--- config.mk ---
export PLATFORM = sky130hd
export DESIGN_NAME = alternating_dash_splitter_flat
export DESIGN_NICKNAME = d
export VERILOG_FILES = /design/src/rtl/adsp_pkg.sv /design/src/rtl/adsp_if.sv /design/src/rtl/adsp_ctrl.sv /design/src/rtl/adsp_dp.sv /design/src/rtl/alternating_dash_splitter.sv /design/src/flat_wrapper.sv
export SDC_FILE = /design/constraint.sdc
export NUM_CORES = 1
export LEC_CHECK = 0
export ABC_CLOCK_PERIOD_IN_PS = 9800
export BUFFER_PORTS_ARGS = -buffer_cell sky130_fd_sc_hd__buf_2
export CAP_MARGIN = 5
export CORE_ASPECT_RATIO = 1.1
export CORE_MARGIN = 2
export CORE_UTILIZATION = 30
export CTS_CLUSTER_DIAMETER = 150
export DETAILED_ROUTE_END_ITERATION = 6
export PLACE_DENSITY = 0.56
export SYNTH_ARGS = -nofsm -noshare
export SYNTH_HDL_FRONTEND = slang
export SYNTH_SLANG_ARGS = --single-unit
export TNS_END_PERCENT = 30
--- constraint.sdc ---
create_clock -name clk -period 9.8 [get_ports clk]
set_input_delay 2.45 -clock clk [delete_from_list [all_inputs] [get_ports clk]]
set_output_delay 2.45 -clock clk [all_outputs]
set_load 0.005 [all_outputs]
--- src/rtl/adsp_pkg.sv ---
`timescale 1ns / 1ps
// Package for the alternating dash splitter: constants, register indexes and the
// command and status structs between controller and datapath. No dependencies.
package adsp_pkg;

  localparam int COORD_BITS_DEF = 11;
  localparam int DASH_W         = 10;
  localparam int CARRY_W        = 12;
  localparam int CUT_W          = 6;
  localparam logic [DASH_W-1:0] MIN_DASH  = 10'd64;
  localparam logic [DASH_W-1:0] DASH_RST  = 10'd256;
  localparam logic [CUT_W-1:0]  MAX_CUTS  = 6'd62;

  typedef enum logic [0:0] {
    CFG_FIRST  = 1'b0,
    CFG_SECOND = 1'b1
  } cfg_idx_t;

  typedef struct packed {
    logic accept;
    logic sq_a;
    logic sq_b;
    logic sqrt_step;
    logic dist_load;
    logic carry_upd;
    logic sat;
    logic num_load;
    logic mul_x;
    logic mul_y;
    logic div_step;
    logic qx_store;
    logic qy_store;
    logic cut_emit;
    logic vtx_emit;
  } cmd_t;

  typedef struct packed {
    logic in_start;
    logic it_zero;
    logic len_zero;
    logic dist_ge;
    logic cuts_max;
    logic out_free;
  } sts_t;

endpackage

--- src/rtl/adsp_if.sv ---
`timescale 1ns / 1ps
// Request channel interfaces of the alternating dash splitter: vertices in,
// points out. No dependencies.
interface adsp_in_if #(parameter int COORD_BITS = 11);
  logic                  valid;
  logic                  ready;
  logic [COORD_BITS-1:0] vertex_x;
  logic [COORD_BITS-1:0] vertex_y;
  logic                  line_start;
  logic                  line_end;
  modport source (output valid, vertex_x, vertex_y, line_start, line_end, input ready);
  modport sink   (input valid, vertex_x, vertex_y, line_start, line_end, output ready);
endinterface

interface adsp_out_if #(parameter int COORD_BITS = 11);
  logic                  valid;
  logic                  ready;
  logic [COORD_BITS-1:0] point_x;
  logic [COORD_BITS-1:0] point_y;
  logic                  pen_select;
  logic                  dash_closes;
  logic                  last_of_run;
  modport source (output valid, point_x, point_y, pen_select, dash_closes, last_of_run,
                  input ready);
  modport sink   (input valid, point_x, point_y, pen_select, dash_closes, last_of_run,
                  output ready);
endinterface

--- src/rtl/adsp_ctrl.sv ---
`timescale 1ns / 1ps
// Controller state machine of the alternating dash splitter.
// Depends on adsp_pkg for the command and status structs.
module adsp_ctrl
  import adsp_pkg::*;
(
  input  logic clk,
  input  logic rst_n,
  input  logic in_valid,
  output logic in_ready,
  input  sts_t sts,
  output cmd_t cmd
);

  typedef enum logic [10:0] {
    ST_IDLE  = 11'b00000000001,
    ST_SQA   = 11'b00000000010,
    ST_SQB   = 11'b00000000100,
    ST_SQRT  = 11'b00000001000,
    ST_CHECK = 11'b00000010000,
    ST_MULX  = 11'b00000100000,
    ST_DIVX  = 11'b00001000000,
    ST_MULY  = 11'b00010000000,
    ST_DIVY  = 11'b00100000000,
    ST_EMITC = 11'b01000000000,
    ST_EMITV = 11'b10000000000
  } state_t;

  state_t st_r, st_nxt;

  assign in_ready = rst_n && (st_r == ST_IDLE);

  always_comb begin
    cmd    = '0;
    st_nxt = st_r;
    case (st_r)
      ST_IDLE: begin
        if (in_valid) begin
          cmd.accept = 1'b1;
          st_nxt = sts.in_start ? ST_EMITV : ST_SQA;
        end
      end
      ST_SQA: begin
        cmd.sq_a = 1'b1;
        st_nxt = ST_SQB;
      end
      ST_SQB: begin
        cmd.sq_b = 1'b1;
        st_nxt = ST_SQRT;
      end
      ST_SQRT: begin
        if (sts.it_zero) begin
          cmd.dist_load = 1'b1;
          st_nxt = ST_CHECK;
        end else begin
          cmd.sqrt_step = 1'b1;
        end
      end
      ST_CHECK: begin
        if (sts.len_zero || !sts.dist_ge) begin
          cmd.carry_upd = 1'b1;
          st_nxt = ST_EMITV;
        end else if (sts.cuts_max) begin
          cmd.sat = 1'b1;
          st_nxt = ST_EMITV;
        end else begin
          cmd.num_load = 1'b1;
          st_nxt = ST_MULX;
        end
      end
      ST_MULX: begin
        cmd.mul_x = 1'b1;
        st_nxt = ST_DIVX;
      end
      ST_DIVX: begin
        if (sts.it_zero) begin
          cmd.qx_store = 1'b1;
          st_nxt = ST_MULY;
        end else begin
          cmd.div_step = 1'b1;
        end
      end
      ST_MULY: begin
        cmd.mul_y = 1'b1;
        st_nxt = ST_DIVY;
      end
      ST_DIVY: begin
        if (sts.it_zero) begin
          cmd.qy_store = 1'b1;
          st_nxt = ST_EMITC;
        end else begin
          cmd.div_step = 1'b1;
        end
      end
      ST_EMITC: begin
        if (sts.out_free) begin
          cmd.cut_emit = 1'b1;
          st_nxt = ST_CHECK;
        end
      end
      ST_EMITV: begin
        if (sts.out_free) begin
          cmd.vtx_emit = 1'b1;
          st_nxt = ST_IDLE;
        end
      end
      default: begin
        st_nxt = ST_IDLE;
      end
    endcase
  end

  always_ff @(posedge clk) begin
    if (!rst_n) begin
      st_r <= ST_IDLE;
    end else begin
      st_r <= st_nxt;
    end
  end

endmodule

--- src/rtl/adsp_dp.sv ---
`timescale 1ns / 1ps
// Datapath of the alternating dash splitter: dash registers, shared multiplier,
// iterative square root and divider, distance state and output register. Uses adsp_pkg.
module adsp_dp
  import adsp_pkg::*;
#(
  parameter int COORD_BITS = COORD_BITS_DEF
) (
  input  logic                  clk,
  input  logic                  rst_n,
  input  logic                  cfg_we,
  input  logic [0:0]            cfg_index,
  input  logic [DASH_W-1:0]     cfg_data,
  input  logic [COORD_BITS-1:0] in_x,
  input  logic [COORD_BITS-1:0] in_y,
  input  logic                  in_start,
  input  logic                  in_end,
  input  cmd_t                  cmd,
  output sts_t                  sts,
  output logic                  out_valid,
  input  logic                  out_ready,
  output logic [COORD_BITS-1:0] out_x,
  output logic [COORD_BITS-1:0] out_y,
  output logic                  out_pen,
  output logic                  out_closes,
  output logic                  out_last
);

  localparam int CW  = COORD_BITS;
  localparam int RW  = CW + 2;
  localparam int SQW = 2 * RW;
  localparam int PW  = 2 * CW + 3;
  localparam int RMW = RW + 3;
  localparam int DW  = ((RW > CARRY_W) ? RW : CARRY_W) + 1;
  localparam int NW  = DW + 2;
  localparam int ITW = $clog2(PW + 1);

  logic [DASH_W-1:0]  first_r, second_r;
  logic [CW-1:0]      vx_r, vy_r, prev_x_r, prev_y_r, cx_r, cy_r;
  logic               end_r, phase_r;
  logic signed [CW:0] dx_r, dy_r;
  logic [SQW-1:0]     val_r;
  logic [RMW-1:0]     rem_r;
  logic [RW-1:0]      root_r, num_r;
  logic [DW-1:0]      dist_r;
  logic [CARRY_W-1:0] carried_r;
  logic [CUT_W-1:0]   cuts_r;
  logic [PW-1:0]      prod_r;
  logic [ITW-1:0]     it_r;
  logic               out_valid_r, out_pen_r, out_closes_r, out_last_r;
  logic [CW-1:0]      out_x_r, out_y_r;

  logic [DASH_W-1:0]     dsel, dlen;
  logic [CW:0]           ax, ay, ma;
  logic [RW-1:0]         mb;
  logic [PW-1:0]         mul_p;
  logic [RMW-1:0]        rem_sh, trial;
  logic                  sq_ge;
  logic [RW:0]           dv_t;
  logic                  dv_ge;
  logic signed [NW-1:0]  num_s;
  logic                  out_free;

  function automatic logic [CW-1:0] place(input logic [CW-1:0] base,
                                          input logic neg, input logic [CW:0] q);
    logic signed [CW+1:0] qs;
    logic signed [CW+1:0] sum;
    qs  = neg ? -$signed({1'b0, q}) : $signed({1'b0, q});
    sum = $signed({{2{base[CW-1]}}, base}) + qs;
    return sum[CW-1:0];
  endfunction

  assign dsel = phase_r ? second_r : first_r;
  assign dlen = (dsel < MIN_DASH) ? MIN_DASH : dsel;

  assign ax = dx_r[CW] ? (CW+1)'(-dx_r) : dx_r;
  assign ay = dy_r[CW] ? (CW+1)'(-dy_r) : dy_r;
  assign ma = (cmd.sq_b || cmd.mul_y) ? ay : ax;
  assign mb = (cmd.sq_a || cmd.sq_b) ? RW'(ma) : num_r;
  assign mul_p = ma * mb;

  assign rem_sh = {rem_r[RW:0], val_r[SQW-1 -: 2]};
  assign trial  = {1'b0, root_r, 2'b01};
  assign sq_ge  = (rem_sh >= trial);

  assign dv_t  = {rem_r[RW-1:0], prod_r[PW-1]};
  assign dv_ge = (dv_t >= {1'b0, root_r});

  assign num_s = $signed(NW'(root_r)) + $signed(NW'(dlen)) - $signed(NW'(dist_r));

  assign out_free = !out_valid_r || out_ready;

  assign sts.in_start = in_start;
  assign sts.it_zero  = (it_r == '0);
  assign sts.len_zero = (root_r == '0);
  assign sts.dist_ge  = (dist_r >= DW'(dlen));
  assign sts.cuts_max = (cuts_r == MAX_CUTS);
  assign sts.out_free = out_free;

  assign out_valid  = out_valid_r;
  assign out_x      = out_x_r;
  assign out_y      = out_y_r;
  assign out_pen    = out_pen_r;
  assign out_closes = out_closes_r;
  assign out_last   = out_last_r;

  always_ff @(posedge clk) begin
    if (!rst_n) begin
      first_r     <= DASH_RST;
      second_r    <= DASH_RST;
      phase_r     <= 1'b0;
      carried_r   <= '0;
      prev_x_r    <= '0;
      prev_y_r    <= '0;
      out_valid_r <= 1'b0;
      it_r        <= '0;
      cuts_r      <= '0;
    end else begin
      if (cfg_we) begin
        case (cfg_idx_t'(cfg_index))
          CFG_FIRST:  first_r  <= cfg_data;
          CFG_SECOND: second_r <= cfg_data;
          default:    first_r  <= first_r;
        endcase
      end
      if (cmd.sq_b) begin
        it_r <= ITW'(RW);
      end else if (cmd.mul_x || cmd.mul_y) begin
        it_r <= ITW'(PW);
      end else if (cmd.sqrt_step || cmd.div_step) begin
        it_r <= it_r - 1'b1;
      end
      if (cmd.dist_load) begin
        cuts_r <= '0;
      end else if (cmd.cut_emit) begin
        cuts_r <= cuts_r + 1'b1;
      end
      if (cmd.carry_upd) begin
        carried_r <= dist_r[CARRY_W-1:0];
      end else if (cmd.sat) begin
        carried_r <= CARRY_W'(dlen - 1'b1);
      end
      if (cmd.cut_emit) begin
        phase_r <= ~phase_r;
      end
      if (cmd.vtx_emit) begin
        prev_x_r <= vx_r;
        prev_y_r <= vy_r;
      end
      if (cmd.cut_emit || cmd.vtx_emit) begin
        out_valid_r <= 1'b1;
      end else if (out_ready) begin
        out_valid_r <= 1'b0;
      end
    end
  end

  always_ff @(posedge clk) begin
    if (cmd.accept) begin
      vx_r  <= in_x;
      vy_r  <= in_y;
      end_r <= in_end;
      dx_r  <= $signed({in_x[CW-1], in_x}) - $signed({prev_x_r[CW-1], prev_x_r});
      dy_r  <= $signed({in_y[CW-1], in_y}) - $signed({prev_y_r[CW-1], prev_y_r});
    end
    if (cmd.sq_a || cmd.mul_x || cmd.mul_y) begin
      prod_r <= mul_p;
    end else if (cmd.div_step) begin
      prod_r <= {prod_r[PW-2:0], dv_ge};
    end
    if (cmd.sq_b) begin
      val_r  <= SQW'(prod_r) + SQW'(mul_p);
      rem_r  <= '0;
      root_r <= '0;
    end else if (cmd.sqrt_step) begin
      val_r  <= val_r << 2;
      rem_r  <= sq_ge ? (rem_sh - trial) : rem_sh;
      root_r <= {root_r[RW-2:0], sq_ge};
    end else if (cmd.mul_x || cmd.mul_y) begin
      rem_r <= '0;
    end else if (cmd.div_step) begin
      rem_r <= RMW'(dv_ge ? (dv_t - {1'b0, root_r}) : dv_t);
    end
    if (cmd.dist_load) begin
      dist_r <= DW'(carried_r) + DW'(root_r);
    end else if (cmd.cut_emit) begin
      dist_r <= dist_r - DW'(dlen);
    end
    if (cmd.num_load) begin
      num_r <= num_s[NW-1] ? '0 : num_s[RW-1:0];
    end
    if (cmd.qx_store) begin
      cx_r <= place(prev_x_r, dx_r[CW], prod_r[CW:0]);
    end
    if (cmd.qy_store) begin
      cy_r <= place(prev_y_r, dy_r[CW], prod_r[CW:0]);
    end
    if (cmd.cut_emit) begin
      out_x_r      <= cx_r;
      out_y_r      <= cy_r;
      out_pen_r    <= phase_r;
      out_closes_r <= 1'b1;
      out_last_r   <= 1'b0;
    end else if (cmd.vtx_emit) begin
      out_x_r      <= vx_r;
      out_y_r      <= vy_r;
      out_pen_r    <= phase_r;
      out_closes_r <= end_r && (carried_r != '0);
      out_last_r   <= 1'b1;
    end
  end

  a_cut_out: assert property (@(posedge clk) disable iff (!rst_n)
    cmd.cut_emit |=> out_valid_r && out_closes_r && !out_last_r)
    else $error("cut point not presented as a closing point");

  a_vtx_out: assert property (@(posedge clk) disable iff (!rst_n)
    cmd.vtx_emit |=> out_valid_r && out_last_r)
    else $error("vertex not presented as the last point of its request");

  a_num_len: assert property (@(posedge clk) disable iff (!rst_n)
    cmd.num_load |=> num_r <= root_r)
    else $error("interpolation factor exceeds the segment length");

endmodule

--- src/rtl/alternating_dash_splitter.sv ---
`timescale 1ns / 1ps
// Top level of the alternating dash splitter: controller and datapath.
// Depends on adsp_pkg, adsp_if, adsp_ctrl and adsp_dp.
//
// Each vertex request is taken only while the block is idle, so one vertex is
// handled at a time. A line-start vertex is accepted and emitted as its own
// point. Any other vertex first forms the sum of squares (ST_SQA, then ST_SQB),
// runs the segment length through a one-bit-per-cycle square root of
// COORD_BITS+2 steps and loads the distance; then, for each dash cut, the
// shared multiplier and the restoring divider work out the x and y positions
// one after the other, and each point waits further while the output register
// is full. Results sit in an output register, so the next vertex may be taken
// while the last point of the previous one still waits.
module alternating_dash_splitter
  import adsp_pkg::*;
#(
  parameter int COORD_BITS = COORD_BITS_DEF
) (
  input  logic                clk,
  input  logic                rst_n,
  input  logic                cfg_we,
  input  logic [0:0]          cfg_index,
  input  logic [DASH_W-1:0]   cfg_data,
  adsp_in_if.sink             in_ch,
  adsp_out_if.source          out_ch
);

  cmd_t cmd;
  sts_t sts;

  adsp_ctrl u_ctrl (
    .clk      (clk),
    .rst_n    (rst_n),
    .in_valid (in_ch.valid),
    .in_ready (in_ch.ready),
    .sts      (sts),
    .cmd      (cmd)
  );

  adsp_dp #(
    .COORD_BITS (COORD_BITS)
  ) u_dp (
    .clk        (clk),
    .rst_n      (rst_n),
    .cfg_we     (cfg_we),
    .cfg_index  (cfg_index),
    .cfg_data   (cfg_data),
    .in_x       (in_ch.vertex_x),
    .in_y       (in_ch.vertex_y),
    .in_start   (in_ch.line_start),
    .in_end     (in_ch.line_end),
    .cmd        (cmd),
    .sts        (sts),
    .out_valid  (out_ch.valid),
    .out_ready  (out_ch.ready),
    .out_x      (out_ch.point_x),
    .out_y      (out_ch.point_y),
    .out_pen    (out_ch.pen_select),
    .out_closes (out_ch.dash_closes),
    .out_last   (out_ch.last_of_run)
  );

endmodule

--- src/flat_wrapper.sv ---
// flat-port wrapper written by rule: the top's interface ports become plain ports
module alternating_dash_splitter_flat import adsp_pkg::*;
#(
  parameter int COORD_BITS = COORD_BITS_DEF
)
  (clk, rst_n, cfg_we, cfg_index, cfg_data, in_ch_valid, in_ch_vertex_x, in_ch_vertex_y, in_ch_line_start, in_ch_line_end, in_ch_ready, out_ch_valid, out_ch_point_x, out_ch_point_y, out_ch_pen_select, out_ch_dash_closes, out_ch_last_of_run, out_ch_ready);
  adsp_in_if #(.COORD_BITS(COORD_BITS)) in_ch_i ();
  adsp_out_if #(.COORD_BITS(COORD_BITS)) out_ch_i ();
  input  logic clk;
  input  logic rst_n;
  input  logic cfg_we;
  input  logic [0:0] cfg_index;
  input  logic [DASH_W-1:0] cfg_data;
  input wire logic [$bits(in_ch_i.valid)-1:0] in_ch_valid;
  input wire logic [$bits(in_ch_i.vertex_x)-1:0] in_ch_vertex_x;
  input wire logic [$bits(in_ch_i.vertex_y)-1:0] in_ch_vertex_y;
  input wire logic [$bits(in_ch_i.line_start)-1:0] in_ch_line_start;
  input wire logic [$bits(in_ch_i.line_end)-1:0] in_ch_line_end;
  output wire logic [$bits(in_ch_i.ready)-1:0] in_ch_ready;
  output wire logic [$bits(out_ch_i.valid)-1:0] out_ch_valid;
  output wire logic [$bits(out_ch_i.point_x)-1:0] out_ch_point_x;
  output wire logic [$bits(out_ch_i.point_y)-1:0] out_ch_point_y;
  output wire logic [$bits(out_ch_i.pen_select)-1:0] out_ch_pen_select;
  output wire logic [$bits(out_ch_i.dash_closes)-1:0] out_ch_dash_closes;
  output wire logic [$bits(out_ch_i.last_of_run)-1:0] out_ch_last_of_run;
  input wire logic [$bits(out_ch_i.ready)-1:0] out_ch_ready;
  assign in_ch_i.valid = in_ch_valid;
  assign in_ch_i.vertex_x = in_ch_vertex_x;
  assign in_ch_i.vertex_y = in_ch_vertex_y;
  assign in_ch_i.line_start = in_ch_line_start;
  assign in_ch_i.line_end = in_ch_line_end;
  assign in_ch_ready = in_ch_i.ready;
  assign out_ch_valid = out_ch_i.valid;
  assign out_ch_point_x = out_ch_i.point_x;
  assign out_ch_point_y = out_ch_i.point_y;
  assign out_ch_pen_select = out_ch_i.pen_select;
  assign out_ch_dash_closes = out_ch_i.dash_closes;
  assign out_ch_last_of_run = out_ch_i.last_of_run;
  assign out_ch_i.ready = out_ch_ready;
  alternating_dash_splitter #(.COORD_BITS(COORD_BITS)) u_core (.clk(clk), .rst_n(rst_n), .cfg_we(cfg_we), .cfg_index(cfg_index), .cfg_data(cfg_data), .in_ch(in_ch_i), .out_ch(out_ch_i));
endmodule
== After elaboration in Yosys (flattened, before gate mapping) ==
Index checks and enable logic that the tools add are counted.
Cells by class
  $add $sub $neg: 17
  $mul: 1
  divide/modulo/power cells: 0
  magnitude comparators: 4
  eq/ne operators: 18
  shifts and indexed selects: 0
  multiplexer cells: 62
  bitwise operators: 3
  reductions and logical operators: 32
Operators with widths (number)
  $mux W11: 15
  $pmux W11 S11: 1
  $mux W14: 7
  $mux W12: 5
  $mux W26: 2
  $mux W25: 2
  $add A25 B25 Y26: 1
  $mul A12 B13 Y25: 1
  $neg A12 Y12: 2
  $sub A11 B11 Y12: 2
  $add A11 B11 Y11: 2
  $mux W1: 21
  $mux W10: 2
  $ge A16 B15 Y1: 1
  $sub A14 B14 Y15: 1
  $add A12 B13 Y14: 1
  $add A13 B10 Y14: 1
  $ge A14 B10 Y1: 1
  $ge A14 B13 Y1: 1
  $reduce_bool A2 Y1: 7
  $sub A14 B10 Y14: 1
  $sub A14 B13 Y14: 1
  $sub A14 B14 Y14: 1
  $logic_not A13 Y1: 1
  35 further kinds: 57
Storage, ports and cells
  register bits after elaboration: 277
  latch bits: 0
  bits in writable memories: 0
  memory bits (read-only): 0
  input port bits: 40
  output and inout bits: 27
  word-level logic and storage cells: 167
  memories: 0

== Longest topological paths before layout ==
  word-level depth: 10
  depth in mapped cells: 41
  gate-level depth less buffers: 37

== Hierarchy ==
Synthesis repeated with hierarchy kept, for this count alone.
Unflattened totals
  cells, all modules: 2483
  area total of the unflattened synthesis: 23361.2 um^2
Modules (own cells, without submodules)
  adsp_dp: instances 1, cells each 2372, area each 22484.1 um^2, seq. area each 7026.7 um^2
  adsp_ctrl: instances 1, cells each 111, area each 877.1 um^2, seq. area each 220.2 um^2

== Worst setup path before layout ==
Ideal clock, no wire load.
  kind: register to register
  start point: register u_core.u_ctrl.st_r[9]
  end point: register u_core.u_dp.val_r[25] (data pin)
  setup time: 268 ps
  data arrival time: 8008 ps
  data required time: 9532 ps
  path slack: 1524 ps
  cell stages (with the launch flop): 38
  buffers on the path: 5
  clock period less this slack: 8276 ps
  cells stage by stage: dfxtp_1 buf_2 nor3_1 and2_1 buf_2 and4_1 buf_4 a21oi_2 buf_2 nor2_1 a21oi_1 buf_2 nand2_1 fa_1 fa_1 fa_1 inv_1 fa_1 [2 not listed] inv_1 ha_1 a21o_1 a21o_2 a221o_2 a21o_2 a21oi_1 xnor2_1 ha_1 a21o_1 a21o_1 a21oi_1 o21ai_0 or3_1 a31oi_1 nor3_1 a2111oi_0 nor3_1
Between the ends
  word-level cells in the longest chain between the ends: 8
  elaborated cells between the ends (all ways): 13
  those cells by class: 1 x add/sub; 1 x mul; 3 x eq/ne; 6 x mux; 2 x reduce/logical
RTL lines
  start, declared: RTL line adsp_ctrl.sv:29  | state_t st_r, st_nxt;
  start signal, assigned: RTL line adsp_ctrl.sv:117  | st_r <= st_nxt;
  $eq A11 B3 Y1 or $eq A11 B8 Y1 (tied branches): RTL line adsp_ctrl.sv:36  | case (st_r)
  $mux W1: RTL line adsp_ctrl.sv:36
  $logic_or A1 B1 Y1: RTL line adsp_dp.sv:78  | assign ma = (cmd.sq_b || cmd.mul_y) ? ay : ax;
  $mux W12: RTL line adsp_dp.sv:78
  $mux W13: RTL line adsp_dp.sv:79  | assign mb = (cmd.sq_a || cmd.sq_b) ? RW'(ma) : num_r;
  $mul A12 B13 Y25: RTL line adsp_dp.sv:80  | assign mul_p = ma * mb;
  $add A25 B25 Y26: RTL line adsp_dp.sv:172  | val_r <= SQW'(prod_r) + SQW'(mul_p);
  $mux W26 *: RTL line adsp_dp.sv:171  | if (cmd.sq_b) begin
  end signal, assigned: RTL line adsp_dp.sv:172
  end signal, assigned: RTL line adsp_dp.sv:176  | val_r <= val_r << 2;
  end, declared: RTL line adsp_dp.sv:42  | logic [SQW-1:0] val_r;
Mark *: on every way between the ends. The rest lies on a longest branch, timed or not.
A chain may end at the register's enable or synchronous reset.

== Worst setup path after layout ==
  start point: register u_core.u_ctrl.st_r[1]
  end point: register u_core.u_dp.val_r[25] (data pin)
Same word-level chain as after synthesis.

==> results.yml <==
outcome:
  status: "completed"
grt:
  grt_pass1_vias: 17800
  grt_pass1_wl_um: 95700
  grt.overflow.total: 0
  grt_util_all_layers_pct: 15.2
  grt_antenna_before_repair: 0
  grt_max_degree: 72
critical_path:
  cp_max_fo: 15
  ff2ff_setup_slack_ns: 0.54
  cpMostUsedCell: "fa_1"
  slowest_delay_ns: 0.55
  worstPathRequired_ns: 10.09
  reg2reg_depth: 34
  critPathKind: "reg -> reg"
  rr_startpoint: "u_core.u_ctrl.st_r[1]"
  crit_arrival_ns: 9.55
  r2r-end: "u_core.u_dp.val_r[25]"
  critPathCaptureType: "flop"
  worst_path_max_delay_cell: "fa_1"
  crit_path_start_kind: "flop"
hold_path:
  min_path_type: "reg -> reg"
  min_path_cells: 2
  hold_start: "u_core.u_dp.first_r[2]"
  whs_endpoint: "u_core.u_dp.first_r[2]"
floorplan:
  ios: 67
  fp.dieArea_um2: 79500
  die_x_um: 269
  die_h_um: 296
  initial_core_util_pct: 30.4
  core-area_um2: 76300
  num_rows: 106
synthesis:
  synthArstFlopShare_pct: 0
  synth_cell_type_count: 78
  synthXorXnorAreaFrac_pct: 6.50
  yosysWarnings: 0
  synth.cell_area_um2: 23200
  synthAdderAreaFrac_pct: 22.3
  ys_seq_area_share_pct: 31.3
  synthMuxAreaShare_pct: 3.26
  synth_compound_area_share_pct: 14.4
  synth_flop_cell: "edfxtp_1"
  synth_top_family_by_area: "adder cells"
  ys_ff_latch: 277
  syn_area_per_cell_um2: 9.00
  synth_nets: 2953
  synth-edff-count: 170
  synthSimpleGateAreaFrac_pct: 16.5
  netlist_instances: 2577
timing:
  min_period_ns: 9.26
  setup_viol: 0
  skew_ns: 0.0248
  slew_viol_final: 0
  relSlewSlack_pct: 20.5
  period_share_pct: 94.5
  hold_viol: 0
  setup_ws_ns: 0.539
  tns_ns: 0
  max_freq_mhz: 108
  tightest_slew_ns: 1.19
  rsz0062_at_grt: "false"
clock_tree:
  cts_max_level: 2
  root_buffer: "clkbuf_16"
  clock-sinks: 277
  clk_pin_slew_ns: 0.06
  clock_latency_ns: 0.57
  postCtsHoldBufs: 0
  cts_made_buffers: 36
  clockBufferDepth: 3
  post-cts-setup-buffers: 0
  cts_tree: "yes"
flow_run:
  cap_violations: 0
layout:
  finalCoreUtilization_pct: 33.9
  n_antenna_cell: 0
  fillCellCount: 7926
  syn2layout_area_growth_pct: 11.6
  stdcell_count: 3685
  drive_above_1_share_pct: 8.31
  fin_nets: 3008
placed_design:
  dp_hpwl_um: 46300
  pre_cts_ws_ns: 0.570
  placedCellCount: 3620
  port_buffers: 66
  place_congestion: 0.876
detailed_routing:
  first_iter_violations: 1100
  drt_wl_total_um: 59900
  via_per_inst: 4.86
  post_drt_wl_per_cell_um: 16.3
  vias: 17900
  firstDrtPassIters: 5
  drc: 0
  ant_nets: 0
==> worst max-delay path, delay by kind of cell, from the launching register on <==
kind                     cells  cell delay [ns]
AND/OR/NAND/NOR             11             2.34
flip-flops                   1             0.37
multiplexers                 1             0.39
adder cells (fa/ha/maj)      7             3.33
buffers and inverters        5             0.43
AO/OA/AOI/OAI               10             2.13
==> registers in the layout, summed over array words and instances (netlist names), 13 cells and up <==
name,flops
u_core.u_dp.prod_r,25
u_core.u_dp.val_r,26
u_core.u_dp.rem_r,14
u_core.u_dp.dist_r,14
u_core.u_dp.root_r,13
u_core.u_dp.num_r,13
==> synthesized netlist by cell type, types with 55 or more instances <==
master,instances,area share [%]
xnor2_1,117,4.4
fa_1,128,11
edfxtp_1,170,22
o21ai_0,121,2.6
nor2_1,164,2.7
xor2_1,55,2.1
a21boi_0,57,1.8
nand2_1,441,7.1
dfxtp_1,107,9.2
ha_1,208,11
a21oi_1,135,2.9
inv_1,264,4.3
==> cell type report <==
class | count | area, um2 | share of cell area [%]
inverters | 264 | 991 | 3.83
well taps | 1026 | 1280 | 4.96
clock buffers | 48 | 967 | 3.74
multi-input cells | 1955 | 14600 | 56.5
clock inverters | 17 | 204 | 0.788
repair buffers | 98 | 571 | 2.20
flip-flops and latches | 277 | 7250 | 28.0
==> cell families after synthesis <==
logic type / count (synthesis)
fa+ha+maj: 336
buf+inv: 345
simple gates: 862
flops: 277
compound gates: 514
xor+xnor: 172
mux: 71
==> worst max path at each step <==
stage	from	end	slack (ns)	cells after the start
6_report	u_core.u_ctrl.st_r[1]	u_core.u_dp.val_r[25]	0.54	34
3_3_place_gp	u_core.u_ctrl.st_r[9]	u_core.u_dp.val_r[25]	0.76	33
2_1_floorplan	u_core.u_ctrl.st_r[9]	u_core.u_dp.val_r[25]	1.52	37
3_5_place_dp	u_core.u_ctrl.st_r[1]	u_core.u_dp.val_r[25]	0.57	34
4_1_cts	u_core.u_ctrl.st_r[6]	u_core.u_dp.val_r[25]	0.54	32
5_1_grt	u_core.u_ctrl.st_r[6]	u_core.u_dp.val_r[25]	0.01	32
==> layout by cell type (no fill, tap or decap), types with 55 or more instances in the layout <==
cell      synthesis  routed
inv_1           264     264
a21oi_1         135     135
ha_1            208     208
buf_2            24      66
edfxtp_1        170     170
o21ai_0         121     121
nor2_1          164     162
xor2_1           55      55
xnor2_1         117     117
dfxtp_1         107     107
a21boi_0         57      57
nand2_1         441     441
fa_1            128     128
==> per-stage QoR <==
step	cell area [um2]	hold WS [ns]
detailed placement	24700	0.459
finish	25900	0.463
floorplan	23200	0.403
global route	25900	0.492
CTS	25900	0.467
global placement	24700	0.454
==> routing by layer <==
metal	up-vias	wire [um]	track usage (%)	part of all wire, %
met3	84	2410	2.06	4.0
met5	-	0	0	0
met2	315	28600	26.0	48
met1	8609	27300	20.0	46
met4	0	1580	4.59	2.6
li1	8891	-	-	-
==> what timing repair did <==
item                                    CTS  global route
hold endpoints to repair                  0             0
endpoints found under the setup margin    0             1
gates resized for setup                   0             1
Power is not shown: default switching activity piles up to over one toggle a cycle in this logic, so the estimate is an artifact.
